===== src/stcws_pkg.sv =====
// Package for the square tone channel: beat types, event codes and register numbers.
package stcws_pkg;

   typedef struct packed {
      logic [2:0] mode;
      logic [2:0] reg_index;
      logic [7:0] reg_value;
   } req_type;

   typedef struct packed {
      logic [3:0] sample;
      logic       channel_on;
   } rsp_type;

   typedef struct packed {
      logic        overflow;
      logic [10:0] next_freq;
   } sweep_res_type;

   localparam logic [2:0] MODE_WRITE    = 3'd0;
   localparam logic [2:0] MODE_TIMER    = 3'd1;
   localparam logic [2:0] MODE_LENGTH   = 3'd2;
   localparam logic [2:0] MODE_ENVELOPE = 3'd3;
   localparam logic [2:0] MODE_SWEEP    = 3'd4;

   localparam logic [2:0] REG_SWEEP    = 3'd0;
   localparam logic [2:0] REG_LENGTH   = 3'd1;
   localparam logic [2:0] REG_ENVELOPE = 3'd2;
   localparam logic [2:0] REG_FREQ_LO  = 3'd3;
   localparam logic [2:0] REG_FREQ_HI  = 3'd4;

   localparam int unsigned NUM_REGS = 5;

   localparam logic [31:0] DUTY_TABLE_RESET = 32'h7E87_8101;
   localparam logic [13:0] FREQ_TIMER_RESET = 14'd8192;
   localparam logic [7:0]  DEFAULT_PERIOD   = 8'd8;
   localparam logic [6:0]  LENGTH_FULL      = 7'd64;
   localparam logic [11:0] FREQ_SPAN        = 12'd2048;
   localparam logic [3:0]  VOLUME_MAX       = 4'd15;

endpackage


===== src/square_tone_channel_with_sweep.sv =====
// Square tone channel with volume envelope, length counter and frequency sweep.

// Each request beat carries one event (register write, timer step, length tick,
// envelope tick or sweep tick) and produces exactly one response beat with the
// channel's level after that event. The event is applied in the cycle it is
// accepted and the response is registered, so the response is valid in the next cycle and a new
// beat is taken every cycle while the response side keeps up; req_ready only falls
// while a response is held back by rsp_ready. The duty table register may be
// written at any time the channel has no response outstanding.
module square_tone_channel_with_sweep (
   input  logic                  clock,
   input  logic                  reset,
   input  logic                  req_valid,
   output logic                  req_ready,
   input  stcws_pkg::req_type    req_data,
   output logic                  rsp_valid,
   input  logic                  rsp_ready,
   output stcws_pkg::rsp_type    rsp_data,
   input  logic                  csr_write_enable,
   input  logic [31:0]           csr_write_data
);
   import stcws_pkg::*;

   logic [31:0] duty_table_ff;
   logic [7:0]  regs_ff [NUM_REGS];
   logic [7:0]  regs_in [NUM_REGS];
   logic [13:0] freq_timer_ff, freq_timer_in;
   logic [2:0]  duty_pos_ff, duty_pos_in;
   logic [1:0]  duty_sel_ff, duty_sel_in;
   logic [3:0]  volume_ff, volume_in;
   logic [7:0]  env_count_ff, env_count_in;
   logic        env_running_ff, env_running_in;
   logic [6:0]  length_ff, length_in;
   logic        length_gate_ff, length_gate_in;
   logic [7:0]  sweep_count_ff, sweep_count_in;
   logic        sweep_running_ff, sweep_running_in;
   logic        sweep_down_ff, sweep_down_in;
   logic [10:0] shadow_ff, shadow_in;
   logic        enabled_ff, enabled_in;
   logic        rsp_valid_ff, rsp_valid_in;
   rsp_type     rsp_data_ff, rsp_data_in;
   logic        accept;

   function automatic sweep_res_type sweep_calc(input logic [10:0] shadow,
                                                input logic [7:0]  ctrl);
      logic [11:0]   delta;
      logic [11:0]   sum;
      sweep_res_type res;
      delta = {1'b0, shadow >> ctrl[2:0]};
      sum   = ctrl[3] ? ({1'b0, shadow} - delta) : ({1'b0, shadow} + delta);
      res.overflow  = sum[11];
      res.next_freq = sum[10:0];
      return res;
   endfunction

   function automatic logic [13:0] reload_of(input logic [10:0] freq);
      logic [11:0] span;
      span = FREQ_SPAN - {1'b0, freq};
      return {span, 2'b00};
   endfunction

   assign accept    = req_valid && req_ready;
   assign req_ready = !rsp_valid_ff || rsp_ready;
   assign rsp_valid = rsp_valid_ff;
   assign rsp_data  = rsp_data_ff;

   always_comb begin
      logic [10:0]   cur_freq;
      logic [10:0]   trig_freq;
      logic [13:0]   trig_reload;
      logic [2:0]    env_period;
      logic [2:0]    sw_period;
      logic [2:0]    sw_shift;
      logic [13:0]   timer_dec;
      logic [7:0]    count_dec;
      sweep_res_type first;
      sweep_res_type second;
      logic          on;
      logic          duty_bit;

      for (int i = 0; i < NUM_REGS; i++) begin
         regs_in[i] = regs_ff[i];
      end
      freq_timer_in    = freq_timer_ff;
      duty_pos_in      = duty_pos_ff;
      duty_sel_in      = duty_sel_ff;
      volume_in        = volume_ff;
      env_count_in     = env_count_ff;
      env_running_in   = env_running_ff;
      length_in        = length_ff;
      length_gate_in   = length_gate_ff;
      sweep_count_in   = sweep_count_ff;
      sweep_running_in = sweep_running_ff;
      sweep_down_in    = sweep_down_ff;
      shadow_in        = shadow_ff;
      enabled_in       = enabled_ff;

      cur_freq    = {regs_ff[4][2:0], regs_ff[3]};
      trig_freq   = {req_data.reg_value[2:0], regs_ff[3]};
      trig_reload = reload_of(trig_freq);
      env_period  = regs_ff[2][2:0];
      sw_period   = regs_ff[0][6:4];
      sw_shift    = regs_ff[0][2:0];
      timer_dec   = freq_timer_ff - 14'd1;
      count_dec   = 8'd0;
      first       = sweep_calc(shadow_ff, regs_ff[0]);
      second      = '0;

      unique case (req_data.mode)
         MODE_WRITE: begin
            unique case (req_data.reg_index)
               REG_SWEEP: begin
                  regs_in[0] = req_data.reg_value;
                  if (sweep_running_ff && sweep_down_ff && !req_data.reg_value[3]) begin
                     enabled_in = 1'b0;
                  end
               end
               REG_LENGTH: begin
                  regs_in[1]  = req_data.reg_value;
                  length_in   = {1'b0, req_data.reg_value[5:0]};
                  duty_sel_in = req_data.reg_value[7:6];
               end
               REG_ENVELOPE: regs_in[2] = req_data.reg_value;
               REG_FREQ_LO:  regs_in[3] = req_data.reg_value;
               REG_FREQ_HI: begin
                  regs_in[4] = req_data.reg_value;
                  if (req_data.reg_value[7]) begin
                     // Trigger: reload every unit from the freshly written registers.
                     env_count_in   = (env_period != 3'd0) ? {5'd0, env_period}
                                                           : DEFAULT_PERIOD;
                     env_running_in = 1'b1;
                     volume_in      = regs_ff[2][7:4];
                     if (length_ff == 7'd0) begin
                        length_in = LENGTH_FULL;
                     end
                     freq_timer_in    = {trig_reload[13:2], freq_timer_ff[1:0]};
                     duty_pos_in      = 3'd0;
                     shadow_in        = trig_freq;
                     sweep_count_in   = (sw_period != 3'd0) ? {5'd0, sw_period}
                                                            : DEFAULT_PERIOD;
                     sweep_running_in = (sw_period != 3'd0) && (sw_shift != 3'd0);
                     sweep_down_in    = 1'b0;
                     enabled_in       = 1'b1;
                     if (sw_shift != 3'd0) begin
                        second        = sweep_calc(trig_freq, regs_ff[0]);
                        sweep_down_in = regs_ff[0][3];
                        if (second.overflow) begin
                           enabled_in = 1'b0;
                        end
                     end
                  end
                  length_gate_in = req_data.reg_value[6];
               end
               default: ;
            endcase
         end
         MODE_TIMER: begin
            freq_timer_in = timer_dec;
            if (timer_dec == 14'd0) begin
               freq_timer_in = reload_of(cur_freq);
               duty_pos_in   = duty_pos_ff + 3'd1;
            end
         end
         MODE_LENGTH: begin
            if (length_gate_ff && length_ff != 7'd0) begin
               length_in = length_ff - 7'd1;
            end
         end
         MODE_ENVELOPE: begin
            if (env_running_ff) begin
               count_dec    = env_count_ff - 8'd1;
               env_count_in = count_dec;
               if (count_dec == 8'd0) begin
                  env_count_in = (env_period != 3'd0) ? {5'd0, env_period}
                                                      : DEFAULT_PERIOD;
                  if (env_period != 3'd0) begin
                     if (regs_ff[2][3] && volume_ff != VOLUME_MAX) begin
                        volume_in = volume_ff + 4'd1;
                     end else if (!regs_ff[2][3] && volume_ff != 4'd0) begin
                        volume_in = volume_ff - 4'd1;
                     end else begin
                        env_running_in = 1'b0;
                     end
                  end
               end
            end
         end
         MODE_SWEEP: begin
            count_dec      = sweep_count_ff - 8'd1;
            sweep_count_in = count_dec;
            if (count_dec == 8'd0) begin
               sweep_count_in = (sw_period != 3'd0) ? {5'd0, sw_period} : DEFAULT_PERIOD;
               if (sweep_running_ff && sw_period != 3'd0) begin
                  // Commit the new frequency, then check the one after it for overflow.
                  sweep_down_in = regs_ff[0][3];
                  if (first.overflow) begin
                     enabled_in = 1'b0;
                  end else if (sw_shift != 3'd0) begin
                     shadow_in  = first.next_freq;
                     regs_in[3] = first.next_freq[7:0];
                     regs_in[4] = {regs_ff[4][7:3], first.next_freq[10:8]};
                  end
                  second = sweep_calc(shadow_in, regs_ff[0]);
                  if (second.overflow) begin
                     enabled_in = 1'b0;
                  end
               end
            end
         end
         default: ;
      endcase

      on       = enabled_in && (!length_gate_in || length_in != 7'd0);
      duty_bit = duty_table_ff[{duty_sel_in, duty_pos_in}];
      rsp_data_in.channel_on = on;
      rsp_data_in.sample     = (on && duty_bit) ? volume_in : 4'd0;

      if (accept) begin
         rsp_valid_in = 1'b1;
      end else if (rsp_ready) begin
         rsp_valid_in = 1'b0;
      end else begin
         rsp_valid_in = rsp_valid_ff;
      end
   end

   always_ff @(posedge clock) begin
      if (reset) begin
         duty_table_ff    <= DUTY_TABLE_RESET;
         for (int i = 0; i < NUM_REGS; i++) begin
            regs_ff[i] <= 8'd0;
         end
         freq_timer_ff    <= FREQ_TIMER_RESET;
         duty_pos_ff      <= 3'd0;
         duty_sel_ff      <= 2'd0;
         volume_ff        <= 4'd0;
         env_count_ff     <= 8'd0;
         env_running_ff   <= 1'b0;
         length_ff        <= 7'd0;
         length_gate_ff   <= 1'b0;
         sweep_count_ff   <= 8'd0;
         sweep_running_ff <= 1'b0;
         sweep_down_ff    <= 1'b0;
         shadow_ff        <= 11'd0;
         enabled_ff       <= 1'b1;
         rsp_valid_ff     <= 1'b0;
      end else begin
         if (csr_write_enable) begin
            duty_table_ff <= csr_write_data;
         end
         if (accept) begin
            for (int i = 0; i < NUM_REGS; i++) begin
               regs_ff[i] <= regs_in[i];
            end
            freq_timer_ff    <= freq_timer_in;
            duty_pos_ff      <= duty_pos_in;
            duty_sel_ff      <= duty_sel_in;
            volume_ff        <= volume_in;
            env_count_ff     <= env_count_in;
            env_running_ff   <= env_running_in;
            length_ff        <= length_in;
            length_gate_ff   <= length_gate_in;
            sweep_count_ff   <= sweep_count_in;
            sweep_running_ff <= sweep_running_in;
            sweep_down_ff    <= sweep_down_in;
            shadow_ff        <= shadow_in;
            enabled_ff       <= enabled_in;
         end
         rsp_valid_ff <= rsp_valid_in;
      end
   end

   always_ff @(posedge clock) begin
      if (accept) begin
         rsp_data_ff <= rsp_data_in;
      end
   end

endmodule


===== config.mk =====
export PLATFORM = sky130hd
export DESIGN_NAME = square_tone_channel_with_sweep
export DESIGN_NICKNAME = d
export VERILOG_FILES = /design/src/stcws_pkg.sv /design/src/square_tone_channel_with_sweep.sv
export SDC_FILE = /design/constraint.sdc
export NUM_CORES = 1
export LEC_CHECK = 0
export BUFFER_PORTS_ARGS = -buffer_cell sky130_fd_sc_hd__buf_4
export CORE_MARGIN = 1.5
export CORE_UTILIZATION = 60
export DETAILED_ROUTE_END_ITERATION = 10
export PLACE_DENSITY = 0.79
export SETUP_SLACK_MARGIN = 0.1
export SLEW_MARGIN = 20
export SYNTH_ARGS = -nofsm -noshare
export SYNTH_HDL_FRONTEND = slang
export SYNTH_SLANG_ARGS = --single-unit

===== constraint.sdc =====
create_clock -name clock -period 10.4 [get_ports clock]
set_input_delay 1.56 -clock clock [delete_from_list [all_inputs] [get_ports clock]]
set_output_delay 1.56 -clock clock [all_outputs]
set_load 0.01 [all_outputs]

Yosys cells after proc, flatten, opt, wreduce, memory -nomap -nowiden
Memories as Yosys holds them, arrays and structs flattened.
Index checks and enable logic that the tools add are counted.
{"block": "word_totals", "output_inout_bits": 7, "register_bits": 100, "mem_bits_ro": 0, "in_bits": 51, "word_cells": 198, "latch_bits": 0, "mem_count": 1, "ram_bits": 40}
{"block": "classes", "shift": 3, "n_eq_ne": 16, "magnitude_cmp": 1, "add_sub_neg": 15, "bitwise_logic": 6, "div": 0, "mul": 0, "reduce_logical": 40, "n_mux": 98}
{"name": "regs_ff", "depth": 5, "width": 8, "rd": 4, "rd_ports_with_merged_regs": 0, "wr": 5, "line": "square_tone_channel_with_sweep.sv:25", "rtl": "logic [7:0] regs_ff [NUM_REGS];"}
{"op": "2-to-1 mux 8 bit", "count": 17}
{"op": "2-to-1 mux 11 bit", "count": 9}
{"op": "2-to-1 mux 16 bit", "count": 4}
{"op": "2-to-1 mux 14 bit", "count": 3}
{"op": "adder 11 x 11 -> 12 bit", "count": 3}
{"op": "2-to-1 mux 12 bit", "count": 3}
{"op": "2-to-1 mux 4 bit", "count": 9}
{"op": "subtractor 11 x 11 -> 12 bit", "count": 3}
{"op": ">> shifter 11 x 3 -> 11 bit", "count": 3}
{"op": "one-hot mux 16 bit (2 select lines)", "count": 1}
{"op": "one-hot mux 8 bit (2 select lines)", "count": 2}
{"op": "2-to-1 mux 1 bit", "count": 30}
{"op": "one-hot mux 14 bit (2 select lines)", "count": 1}
{"op": "one-hot mux 7 bit (2 select lines)", "count": 2}
{"op": "2-to-1 mux 24 bit", "count": 1}
{"op": "subtractor 12 x 11 -> 12 bit, first input constant", "count": 2}
{"op": "one-hot mux 11 bit (2 select lines)", "count": 1}
{"op": "2-to-1 mux 7 bit", "count": 3}
{"op": "logical NOT 8 bit", "count": 2}
{"op": "AND reduction 4 bit", "count": 4}
{"op": "subtractor 8 x 1 -> 8 bit, second input constant", "count": 2}
{"op": "logical NOT 14 bit", "count": 1}
{"op": "nonzero test 7 bit", "count": 2}
{"op": "subtractor 14 x 1 -> 14 bit, second input constant", "count": 1}
{"op": "31 further kinds", "count": 70}

Logic depth before layout (Yosys ltp)
Gate-level depths: netlist (run 1).
{"block": "depth", "word_depth": 17, "mapped_depth": 41, "mapped_depth_nobuf": 37}

Least setup slack after synthesis (run 1)
No wires, ideal clock.
{"block": "synth_timing", "path_type": "register to register", "startpoint": "memory regs_ff[0][1]", "endpoint": "register rsp_data_ff (netlist bit rsp_data[1]), data pin", "stages_incl_launch_ff": 35, "setup_ns": 0.286, "n_path_buf": 4, "t_required_ns": 10.114, "arrival_ns": 7.579, "period_less_slack_ns": 7.865, "setup_slack_ns": 2.535, "path_cell_list": "edfxtp_1 > clkbuf_1 > clkbuf_1 > clkbuf_1 > buf_1 > a211oi_1 > a21o_1 > nand2_1 > ha_1 > and2_1 > and3_1 > a21oi_1 > xor2_1 > ha_1 > nand2_1 > o311ai_0 > o21ai_0 > or3_4 > a311o_1 > and2_4 > mux4_2 > a32oi_2 > o41ai_1 > xnor2_1 > ha_1 > a21boi_0 > o21ai_0 > nand2b_1 > o21ai_0 > a31oi_1 > nor3_1 > a2111oi_4 > and3b_1 > o41ai_4 > a211oi_1"}
{"element": "start: declaration", "line": "square_tone_channel_with_sweep.sv:25"}
{"element": "end signal: assignment", "line": "square_tone_channel_with_sweep.sv:275", "rtl": "rsp_data_ff <= rsp_data_in;"}
{"element": "end: declaration", "line": "square_tone_channel_with_sweep.sv:41", "rtl": "rsp_type rsp_data_ff, rsp_data_in;"}

==> reports/metrics.cfg, run 1 <==
[cells_and_area]
multi_input_area_mm2 = 0.007257
nNetsFinal = 1457
fill_cells = 1428
seq_area_mm2 = 0.002833
antenna_cells = 0
drive_gt1_share_pct = 10.63
syn2layout_area_growth_pct = 10.31
final_cell_count_no_fill = 1599

[drt]
via_per_inst = 6.587
drc_errors = 0
drtIter0Drc = 1167
via_count = 10532
avgRoutedWirePerCell_um = 19.83
ant_nets = 0
drt_wl_total_mm = 31.70
drtPass1Iterations = 6

[floorplanning]
fp.dieW_um = 135.6
io_pins = 58
rows = 48
initial_core_util_pct = 61.17
core_mm2 = 0.01724
chipHeight_um = 135.6
dieArea_mm2 = 0.01838

[flow_run]
maxCapViolCount = 0

[worst_setup_path]
worst_r2r_endpoint = rsp_data[1]
r2r-start = regs_ff[0][0]
slowest_stage = a211oi_1
crit_fanout = 20
cp.required_ns = 10.54
cpPeakStageDelay_ns = 0.92
path_class = reg -> reg
cp.arrival_ns = 9.44
cp-start-kind = flip-flop
critPathCaptureType = flip-flop
r2r_cells = 35
r2r_setup_slack_ns = 1.10

[logic_synthesis]
yosysSeqAreaShare_pct = 26.87
synth_area_leader_cell = dfxtp_1
synth-async-reset-ratio_pct = 0
yosys.area.top_type_share_pct = 18.04
synth_area_mm2 = 0.01054
synth.area.top_cells = dfxtp_1, edfxtp_1, mux2i_1, nor2_1, ha_1
ys.warnings.count = 0
synthCells = 1350
syn-num-nets = 1446
synth_edf_count = 31
yosysMostFrequentCell = nor2_1
ys_types = 97
ys.flop_type = dfxtp_1
ys_ff_latch = 126
avgSynthCellArea_um2 = 7.810
netlist_top_cells_count = nor2_1, nand2_1, a21oi_1

[cts]
cts.clk_slew.worst_paths_ns = 0.07
htree_levels = 4
ctsHoldBuffers = 0
post-cts-setup-buffer-count = 0
cts_sinks = 126
clock_path_buffers = 2
clock_latency_ns = 0.43
cts_made_buffers = 17
cts_root_buffer = clkbuf_16
cts-resized-gates = 0
tritoncts = yes

[global_route]
grt_usage_pct = 34.59
antenna_found_initial = 0
grt_overflow = 0
grt_pass1_wl_mm = 50.18
grt_max_degree = 96
grt_pass1_vias = 9646

[timing]
finalSetupTns_ns = 0
period_share_pct = 89.41
final_hold_viol_count = 0
min_period_ns = 9.299
rsz0062_at_grt = no
clock.fmax_mhz = 107.5
slew_violations = 0
clock_skew_ns = 0.01128
setup_viol_count_final = 0
slew_headroom_pct = 21.65
worstMarginPinSlew_ns = 1.168

[placement]
dp_cells = 1567
gp_congestion = 0.9893
io_buffer_count = 57
dp_hpwl_mm = 22.41

[pwr]
vdd_drop_max_v = 0.0001265
pwr_density_cell_mw_per_mm2 = 142.8
p_leak_nw = 4.529

[worst_hold_path]
hold_start = duty_sel_ff[1]
whs_path_depth = 2
hold-path-endpoint = duty_sel_ff[1]
hold_class = reg -> reg

[run_status]
outcome = completed

[cells by family after synthesis]
family | count (synthesis) | share of synthesized area, %
compound gates | 372 | 23.65
xor+xnor | 56 | 4.830
fa+ha+maj | 45 | 5.411
buf+inv | 120 | 4.402
flops | 126 | 26.87
mux | 92 | 9.980
simple gates | 539 | 24.86
[worst max path at each step]
| stage | start | to | slack (ns) | cells after the start |
|---|---|---|---|---|
| after floorplan | regs_ff[0][1] | rsp_data[1] | 2.54 | 34 |
| after global placement | regs_ff[0][0] | rsp_data[1] | 1.63 | 35 |
| after detailed placement | regs_ff[0][0] | rsp_data[1] | 1.45 | 35 |
| after CTS | regs_ff[0][0] | rsp_data[4] | 1.38 | 35 |
| after global routing | regs_ff[0][0] | rsp_data[1] | 0.42 | 35 |
| final | regs_ff[0][0] | rsp_data[1] | 1.10 | 35 |
[cell usage in the layout (no fill, tap or decap), drive strengths merged, types with 8 or more instances in the layout]
cell | synthesis | final
dfxtp | 95 | 95
nand3 | 31 | 31
nor3 | 48 | 48
ha | 44 | 44
nor2b | 27 | 27
a22oi | 9 | 9
o22ai | 12 | 12
a21oi | 111 | 111
nand4 | 14 | 14
edfxtp | 31 | 31
xor2 | 25 | 25
buf | 19 | 70
o21a | 8 | 8
a31oi | 20 | 20
xnor2 | 31 | 31
a21o | 14 | 14
nand2 | 122 | 122
a211oi | 36 | 36
nor2 | 185 | 185
inv | 41 | 44
mux2i | 77 | 77
nor4 | 16 | 16
o21ai | 67 | 67
a221oi | 8 | 8
a211o | 13 | 13
clkinv | 1 | 9
mux4 | 10 | 10
and2 | 24 | 24
clkbuf | 59 | 20
o211ai | 10 | 10
nand2b | 20 | 20
[sequential cells by signal (all words and copies together), names as in the netlist]
signal / cells
duty_pos_ff: 3
duty_sel_ff: 2
duty_table_ff: 32
enabled_ff: 1
env_count_ff: 8
env_running_ff: 1
freq_timer_ff: 14
length_ff: 7
length_gate_ff: 1
regs_ff: 26
rsp_data: 5
rsp_valid: 1
shadow_ff: 11
sweep_count_ff: 8
sweep_down_ff: 1
sweep_running_ff: 1
volume_ff: 4
[layer usage]
metal	routed length (µm)	GRT usage, %	up-vias
met5	0	0	-
met4	956	13.20	0
met3	2977	8.754	79
met2	14360	54.40	519
met1	13410	45.59	4949
li1	-	-	4985
[worst max-delay path: cells and delay by family, from the launching register on]
family                   cells  cell delay, ns
XOR/XNOR                     2            0.32
flip-flops                   1            0.46
multiplexers                 1            0.59
buffers and inverters        2            0.46
AO/OA/AOI/OAI               17            3.84
adder cells (fa/ha/maj)      3            0.87
AND/OR/NAND/NOR             10            2.47
[report_power, final]
| group | leakage, nW | switching, mW | total [mW] | internal, mW |
|---|---|---|---|---|
| combinational | 3.15 | 0.323 | 0.528 | 0.204 |
| clock | 0.290 | 0.231 | 0.581 | 0.350 |
| sequential | 1.09 | 0.0251 | 0.552 | 0.527 |
| total | 4.53 | 0.579 | 1.66 | 1.08 |
[layout make-up]
type                       instances  area share [%]
timing repair buffer              70           4.518
sequential                       126           24.35
clock buffer                      20           4.023
inverter                          42           1.355
clock inverter                    12          0.9359
tap                              225           2.420
multi-input combinational       1104           62.39
[stage by stage]
stage	hold slack (ns)	utilization, %	power [mW]	worst slack, ns	area [µm²]
2_1_floorplan	0.4532	-	0.9354	2.535	10540
5_1_grt	0.5014	67.48	1.738	0.4240	11630
4_1_cts	0.4798	67.48	1.649	1.384	11630
3_5_place_dp	0.4709	64.13	1.071	1.447	11050
3_3_place_gp	0.4663	64.13	1.067	1.633	11050
6_report	0.4815	67.48	1.661	1.101	11630
No activity file was read; power rests on OpenSTA's default activity.
==> run 2, diff against run 1 <==
--- a/config.mk
+++ b/config.mk
@@ -7,9 +7,10 @@
 export LEC_CHECK = 0
 export BUFFER_PORTS_ARGS = -buffer_cell sky130_fd_sc_hd__buf_4
 export CORE_MARGIN = 1.5
-export CORE_UTILIZATION = 60
+export CORE_UTILIZATION = 30
 export DETAILED_ROUTE_END_ITERATION = 10
-export PLACE_DENSITY = 0.79
+export GPL_TIMING_DRIVEN = 0
+export PLACE_DENSITY = 0.45
 export SETUP_SLACK_MARGIN = 0.1
 export SLEW_MARGIN = 20
 export SYNTH_ARGS = -nofsm -noshare
==> run 2 against run 1 <==
Final cell count grew 18%; sequential share of layout area decreased by 1.0 points; sequential power barely moved; via count is 0.30% higher; routed wire length increased by 22%; clock power is 1% higher; final area up 4.3%; flip-flop and latch count unchanged; non-clock buffer count up 63; combinational power is 6.1% higher; register-to-register slack worse by 0.37 ns; global-route usage shrank 13 points; critical endpoint unchanged; largest cell class unchanged; largest power group unchanged.
==> reports/metrics.cfg, run 2 (synthesis gave the netlist of run 1 again) <==
[timing]
slew_headroom_pct = 29.44
setup_viol_count_final = 0
final_hold_viol_count = 0
clock_skew_ns = 0.01308
period_share_pct = 92.94
clock.fmax_mhz = 103.5
rsz0062_at_grt = no
finalSetupTns_ns = 0
slew_violations = 0
fin_ws_ns = 0.7338
min_period_ns = 9.666
worstMarginPinSlew_ns = 1.049

[global_route]
grt_max_degree = 17
grt_pass1_vias = 10186
antenna_found_initial = 0
grt_overflow = 0
grt_pass1_wl_mm = 60.06
grt_usage_pct = 21.50

[floorplanning]
fp.dieW_um = 190.5
chipHeight_um = 190.5
io_pins = 58
rows = 68
initial_core_util_pct = 30.52
dieArea_mm2 = 0.03628
core_mm2 = 0.03454

[placement]
place_ws_ns = 0.07372
gp_congestion = 0.9473
dp_cells = 1861
dp_hpwl_mm = 29.76
io_buffer_count = 56

[run_status]
outcome = completed

[worst_setup_path]
critPathCaptureType = flip-flop
cp-start-kind = flip-flop
crit_fanout = 10
path_class = reg -> reg
cpPeakStageDelay_ns = 0.76
cp.arrival_ns = 9.79
cp.required_ns = 10.52
slowest_stage = nor4_2

[pwr]
p_comb_share_pct = 32.9
pwr-share-seq_pct = 32.4
pwr_density_cell_mw_per_mm2 = 140.0
vdd_drop_max_v = 0.00008804
switching_share_pct = 36.82
power_mw = 1.700
cellInternalPower_mw = 1.074
pwr-share-clk_pct = 34.6
p_leak_nw = 4.578
netSwitchingPower_mw = 0.6259

[cts]
cts_made_buffers = 17
ctsHoldBuffers = 0
clock_latency_ns = 0.43
clock_path_buffers = 2
cts_sinks = 126
cts.clk_slew.worst_paths_ns = 0.06
post-cts-setup-buffer-count = 0
tritoncts = yes
cts_root_buffer = clkbuf_16
htree_levels = 4

[cells_and_area]
fill_cells = 3792
syn2layout_area_growth_pct = 15.11
final_common_cell = nor2_1
antenna_cells = 0
mostFrequentLayoutCells = nor2_1, nand2_1, a21oi_1
drive_gt1_share_pct = 10.23
nNetsFinal = 1520
final_cell_count_no_fill = 1892
top_regs = duty_table_ff (32), regs_ff (26), freq_timer_ff (14)
largest_reg_flops = 32
top_register = duty_table_ff

[worst_hold_path]
hold_class = reg -> reg

[drt]
via_per_inst = 5.584
ant_nets = 0
avgRoutedWirePerCell_um = 20.41
drc_errors = 0
drtIter0Drc = 780
drtPass1Iterations = 5
via_count = 10564
drt_wl_total_mm = 38.61

[flow_run]
maxCapViolCount = 0

run 2: cell count changes in the layout (fill, tap and decap cells not counted), moves of 2 or more:
cell        before  now
clkbuf_1         1   54
buf_4           70   56
buf_1            0   11
clkbuf_2         0    6
buf_2            0    4
clkinvlp_4       0    3
a21boi_0         6    4
clkinv_2         4    2
inv_6            2    4
o311ai_0         2    0
o311ai_1         0    2
run 2: worst paths after layout:
kind	end	cells after the start	startpoint	slack (ns)
hold reg to reg	sweep_down_ff	2	sweep_down_ff	0.49
setup reg to reg	rsp_data[1]	39	regs_ff[0][2]	0.73
hold / removal	sweep_down_ff	2	sweep_down_ff	0.49
setup / recovery	rsp_data[1]	39	regs_ff[0][2]	0.73
run 2: cell type report:
| type | instances | area (µm²) | area share [%] |
|---|---|---|---|
| clock inverters | 14 | 135.1 | 1.113 |
| multi-input cells | 1104 | 7269 | 59.90 |
| well taps | 455 | 569.3 | 4.691 |
| flip-flops and latches | 126 | 2833 | 23.34 |
| plain buffers | 77 | 312.8 | 2.577 |
| repair buffers | 56 | 420.4 | 3.464 |
| clock buffers | 18 | 439.2 | 3.619 |
| inverters | 42 | 157.7 | 1.299 |
run 2: repair_timing:
item                       in CTS  in global routing
pin swaps                       0                  1
setup endpoints to repair       5                  6
gates resized for setup         2                 16
run 2: power by group through the flow:
stage               Clock [mW]  Sequential, mW  Combinational, mW
finish                   0.589           0.551              0.560
global route             0.622           0.554              0.613
CTS                      0.599           0.550              0.551
detailed placement           0           0.561              0.547
global placement             0           0.561              0.548
floorplan                    0           0.552              0.383
run 2: stage by stage:
step / hold slack, ns / cell area (µm²) / utilization, %
after floorplan: 0.4532 / 10540 / -
after global routing: 0.5185 / 12140 / 35.13
after detailed placement: 0.4780 / 11540 / 33.41
final: 0.4893 / 12140 / 35.13
after CTS: 0.4912 / 12120 / 35.08
after global placement: 0.4657 / 11530 / 33.39
run 2: critical path: cells and delay by family (launching register included):
kind | cells | cell delay [ns]
XOR/XNOR | 2 | 0.44
AO/OA/AOI/OAI | 18 | 3.98
AND/OR/NAND/NOR | 10 | 2.20
adder cells (fa/ha/maj) | 4 | 1.08
buffers and inverters | 5 | 1.13
flip-flops | 1 | 0.50
run 2: routing by layer:
metal | GRT usage (%) | vias to the layer above | part of all wire (%)
met5 | 0 | - | 0
met4 | 6.057 | 0 | 2.1
met2 | 33.90 | 337 | 45
met3 | 4.288 | 61 | 6.4
met1 | 29.61 | 5049 | 46
li1 | - | 5117 | -
==> run 3, diff against run 2 <==
--- a/config.mk
+++ b/config.mk
@@ -5,12 +5,13 @@
 export SDC_FILE = /design/constraint.sdc
 export NUM_CORES = 1
 export LEC_CHECK = 0
+export ABC_AREA = 1
 export BUFFER_PORTS_ARGS = -buffer_cell sky130_fd_sc_hd__buf_4
 export CORE_MARGIN = 1.5
-export CORE_UTILIZATION = 30
+export CORE_UTILIZATION = 60
 export DETAILED_ROUTE_END_ITERATION = 10
 export GPL_TIMING_DRIVEN = 0
-export PLACE_DENSITY = 0.45
+export PLACE_DENSITY = 0.79
 export SETUP_SLACK_MARGIN = 0.1
 export SLEW_MARGIN = 20
 export SYNTH_ARGS = -nofsm -noshare
==> run 3 against run 2 <==
Flip-flop and latch count stayed put; largest cell class unchanged; register-to-register slack better by 2.4 ns; final area is 6.5% lower; die area is 52% lower; hold slack worse by 0.028 ns; non-clock buffer count is 30 lower; combinational power is 6.1% higher; critical endpoint is now rsp_data[3]; utilization is 34 points higher; maximum frequency is 33% higher.
==> reports/metrics.cfg, run 3 <==
[run_status]
outcome = completed

[drt]
drc_errors = 0
via_count = 10864
drt_wl_total_mm = 31.05
avgRoutedWirePerCell_um = 16.95
drtPass1Iterations = 6
via_per_inst = 5.930
drtIter0Drc = 976
ant_nets = 0

[cells_and_area]
drive_gt1_share_pct = 10.17
nNetsFinal = 1695
seq_area_mm2 = 0.002833
fill_cells = 1506
utilization_pct = 68.89
mostFrequentLayoutCells = nand2_1, inv_1, nand3_1
final_common_cell = nand2_1
top_regs = duty_table_ff (32), regs_ff (26), freq_timer_ff (14)
largest_reg_flops = 32
syn2layout_area_growth_pct = 13.21
final_cell_count_no_fill = 1832
top_register = duty_table_ff
antenna_cells = 0
multi_input_area_mm2 = 0.006171

[timing]
finalSetupTns_ns = 0
slew_violations = 0
worstMarginPinSlew_ns = 0.9218
rsz0062_at_grt = no
setup_viol_count_final = 0
min_period_ns = 7.245
clock_skew_ns = 0.01058
clock.fmax_mhz = 138.0
slew_headroom_pct = 38.26
final_hold_viol_count = 0
period_share_pct = 69.67

[logic_synthesis]
synth-async-reset-ratio_pct = 0
netlist_top_cells_count = nand2_1, inv_1, nand3_1
ys_types = 59
yosys.area.top_type_share_pct = 18.98
yosysSeqAreaShare_pct = 28.27
synth_area_leader_cell = dfxtp_1
synth.area.top_cells = dfxtp_1, nand2_1, edfxtp_1, nand3_1, inv_1
ys_ff_latch = 126
yosysMostFrequentCell = nand2_1
syn-num-nets = 1619
avgSynthCellArea_um2 = 6.579
synth_area_mm2 = 0.01002
synth_edf_count = 31
ys.flop_type = dfxtp_1
ys.warnings.count = 0
synthCells = 1523

[global_route]
grt_pass1_vias = 10034
grt_pass1_wl_mm = 49.20
grt_max_degree = 17
grt_overflow = 0
grt_usage_pct = 35.40
antenna_found_initial = 0

[floorplanning]
chipHeight_um = 132.2
io_pins = 58
dieArea_mm2 = 0.01748
initial_core_util_pct = 60.85
core_mm2 = 0.01647
rows = 47
fp.dieW_um = 132.2

[cts]
cts.clk_slew.worst_paths_ns = 0.06
cts-resized-gates = 0
clock_path_buffers = 2
ctsHoldBuffers = 0
cts_made_buffers = 17
htree_levels = 4
cts_root_buffer = clkbuf_16
clock_latency_ns = 0.43
cts_sinks = 126
tritoncts = yes
post-cts-setup-buffer-count = 0

[pwr]
p_leak_nw = 5.316
netSwitchingPower_mw = 0.6581
pwr-share-clk_pct = 34.8
pwr-share-seq_pct = 31.4
cellInternalPower_mw = 1.103
power_mw = 1.761
vdd_drop_max_v = 0.0001271
pwr_density_cell_mw_per_mm2 = 155.2
p_comb_share_pct = 33.8
switching_share_pct = 37.37

[worst_hold_path]
hold_class = reg -> reg
hold_start = duty_table_ff[8]

[worst_setup_path]
slowest_stage = edfxtp_1
crit_path_frequent_cell = nand2_1
critPathCaptureType = flip-flop
cpPeakStageDelay_ns = 0.38
cp.required_ns = 10.56
cp-startpoint = regs_ff[0][0]
path_class = reg -> reg
cp-start-kind = flip-flop
r2r-start = regs_ff[0][0]
cp.arrival_ns = 7.41
crit_fanout = 10

[placement]
dp_cells = 1800
io_buffer_count = 56
dp_hpwl_mm = 23.89
gp_congestion = 0.9579

[flow_run]
maxCapViolCount = 0

-- run 3: cell count changes after synthesis, moves of 30 or more --
cell and delta:
nand2_1 +238, a21oi_1 -35, nor2_1 -50, nand3_1 +125, o21ai_0 +47, inv_1 +155, a211oi_1 -30, mux2i_1 -77
-- run 3: layout make-up --
cell class / count / share of cell area [%]
Tap cell: 220 / 2.427
Sequential cell: 126 / 24.97
Clock inverter: 12 / 1.070
Inverter: 209 / 7.004
Timing Repair Buffer: 57 / 3.750
Buffer: 46 / 2.063
Clock buffer: 20 / 4.313
Multi-Input combinational cell: 1142 / 54.40
-- run 3: kinds of logic after synthesis --
kind of cell    synth area share, %
flops                         28.27
fa+ha+maj                     5.694
xor+xnor                      5.594
simple gates                  33.34
buf+inv                       10.26
compound gates                16.83
-- run 3: final timing paths --
| kind | end | slack (ns) | cells after the start |
|---|---|---|---|
| worst min-delay path | duty_table_ff[8] | 0.46 | 2 |
| worst max register to register | rsp_data[3] | 3.15 | 51 |
| worst max-delay path | rsp_data[3] | 3.15 | 51 |
| worst min register to register | duty_table_ff[8] | 0.46 | 2 |
-- run 3: stage by stage --
stage	hold WS [ns]	setup WS, ns	instance area (µm²)
after detailed placement	0.4425	3.362	10730
after CTS	0.4582	3.307	11340
after global placement	0.4394	3.469	10720
after global routing	0.4835	2.479	11340
after floorplan	0.4292	4.652	10020
final	0.4609	3.155	11340
-- run 3: power by group through the flow --
stage	combinational, mW	sequential, mW	clock (mW)
floorplan	0.435	0.554	0
detailed placement	0.579	0.562	0
global route	0.665	0.555	0.632
global placement	0.568	0.562	0
CTS	0.584	0.552	0.611
finish	0.594	0.553	0.613
-- run 3: critical path: cells and delay by family, from the launching register on --
family | cells | cell delay (ns)
AOI/OAI and AO/OA | 6 | 0.98
xor gates and xnor gates | 2 | 0.36
adders and majority gates | 4 | 0.96
buffers and inverters | 9 | 1.05
DFF | 1 | 0.38
and+or+nand+nor | 30 | 3.23
-- run 3: routing by layer --
metal | GRT usage, % | routed length (µm)
met5 | 0 | 0
met1 | 46.56 | 12790
met3 | 9.189 | 3386
met4 | 14.77 | 1226
met2 | 55.32 | 13650
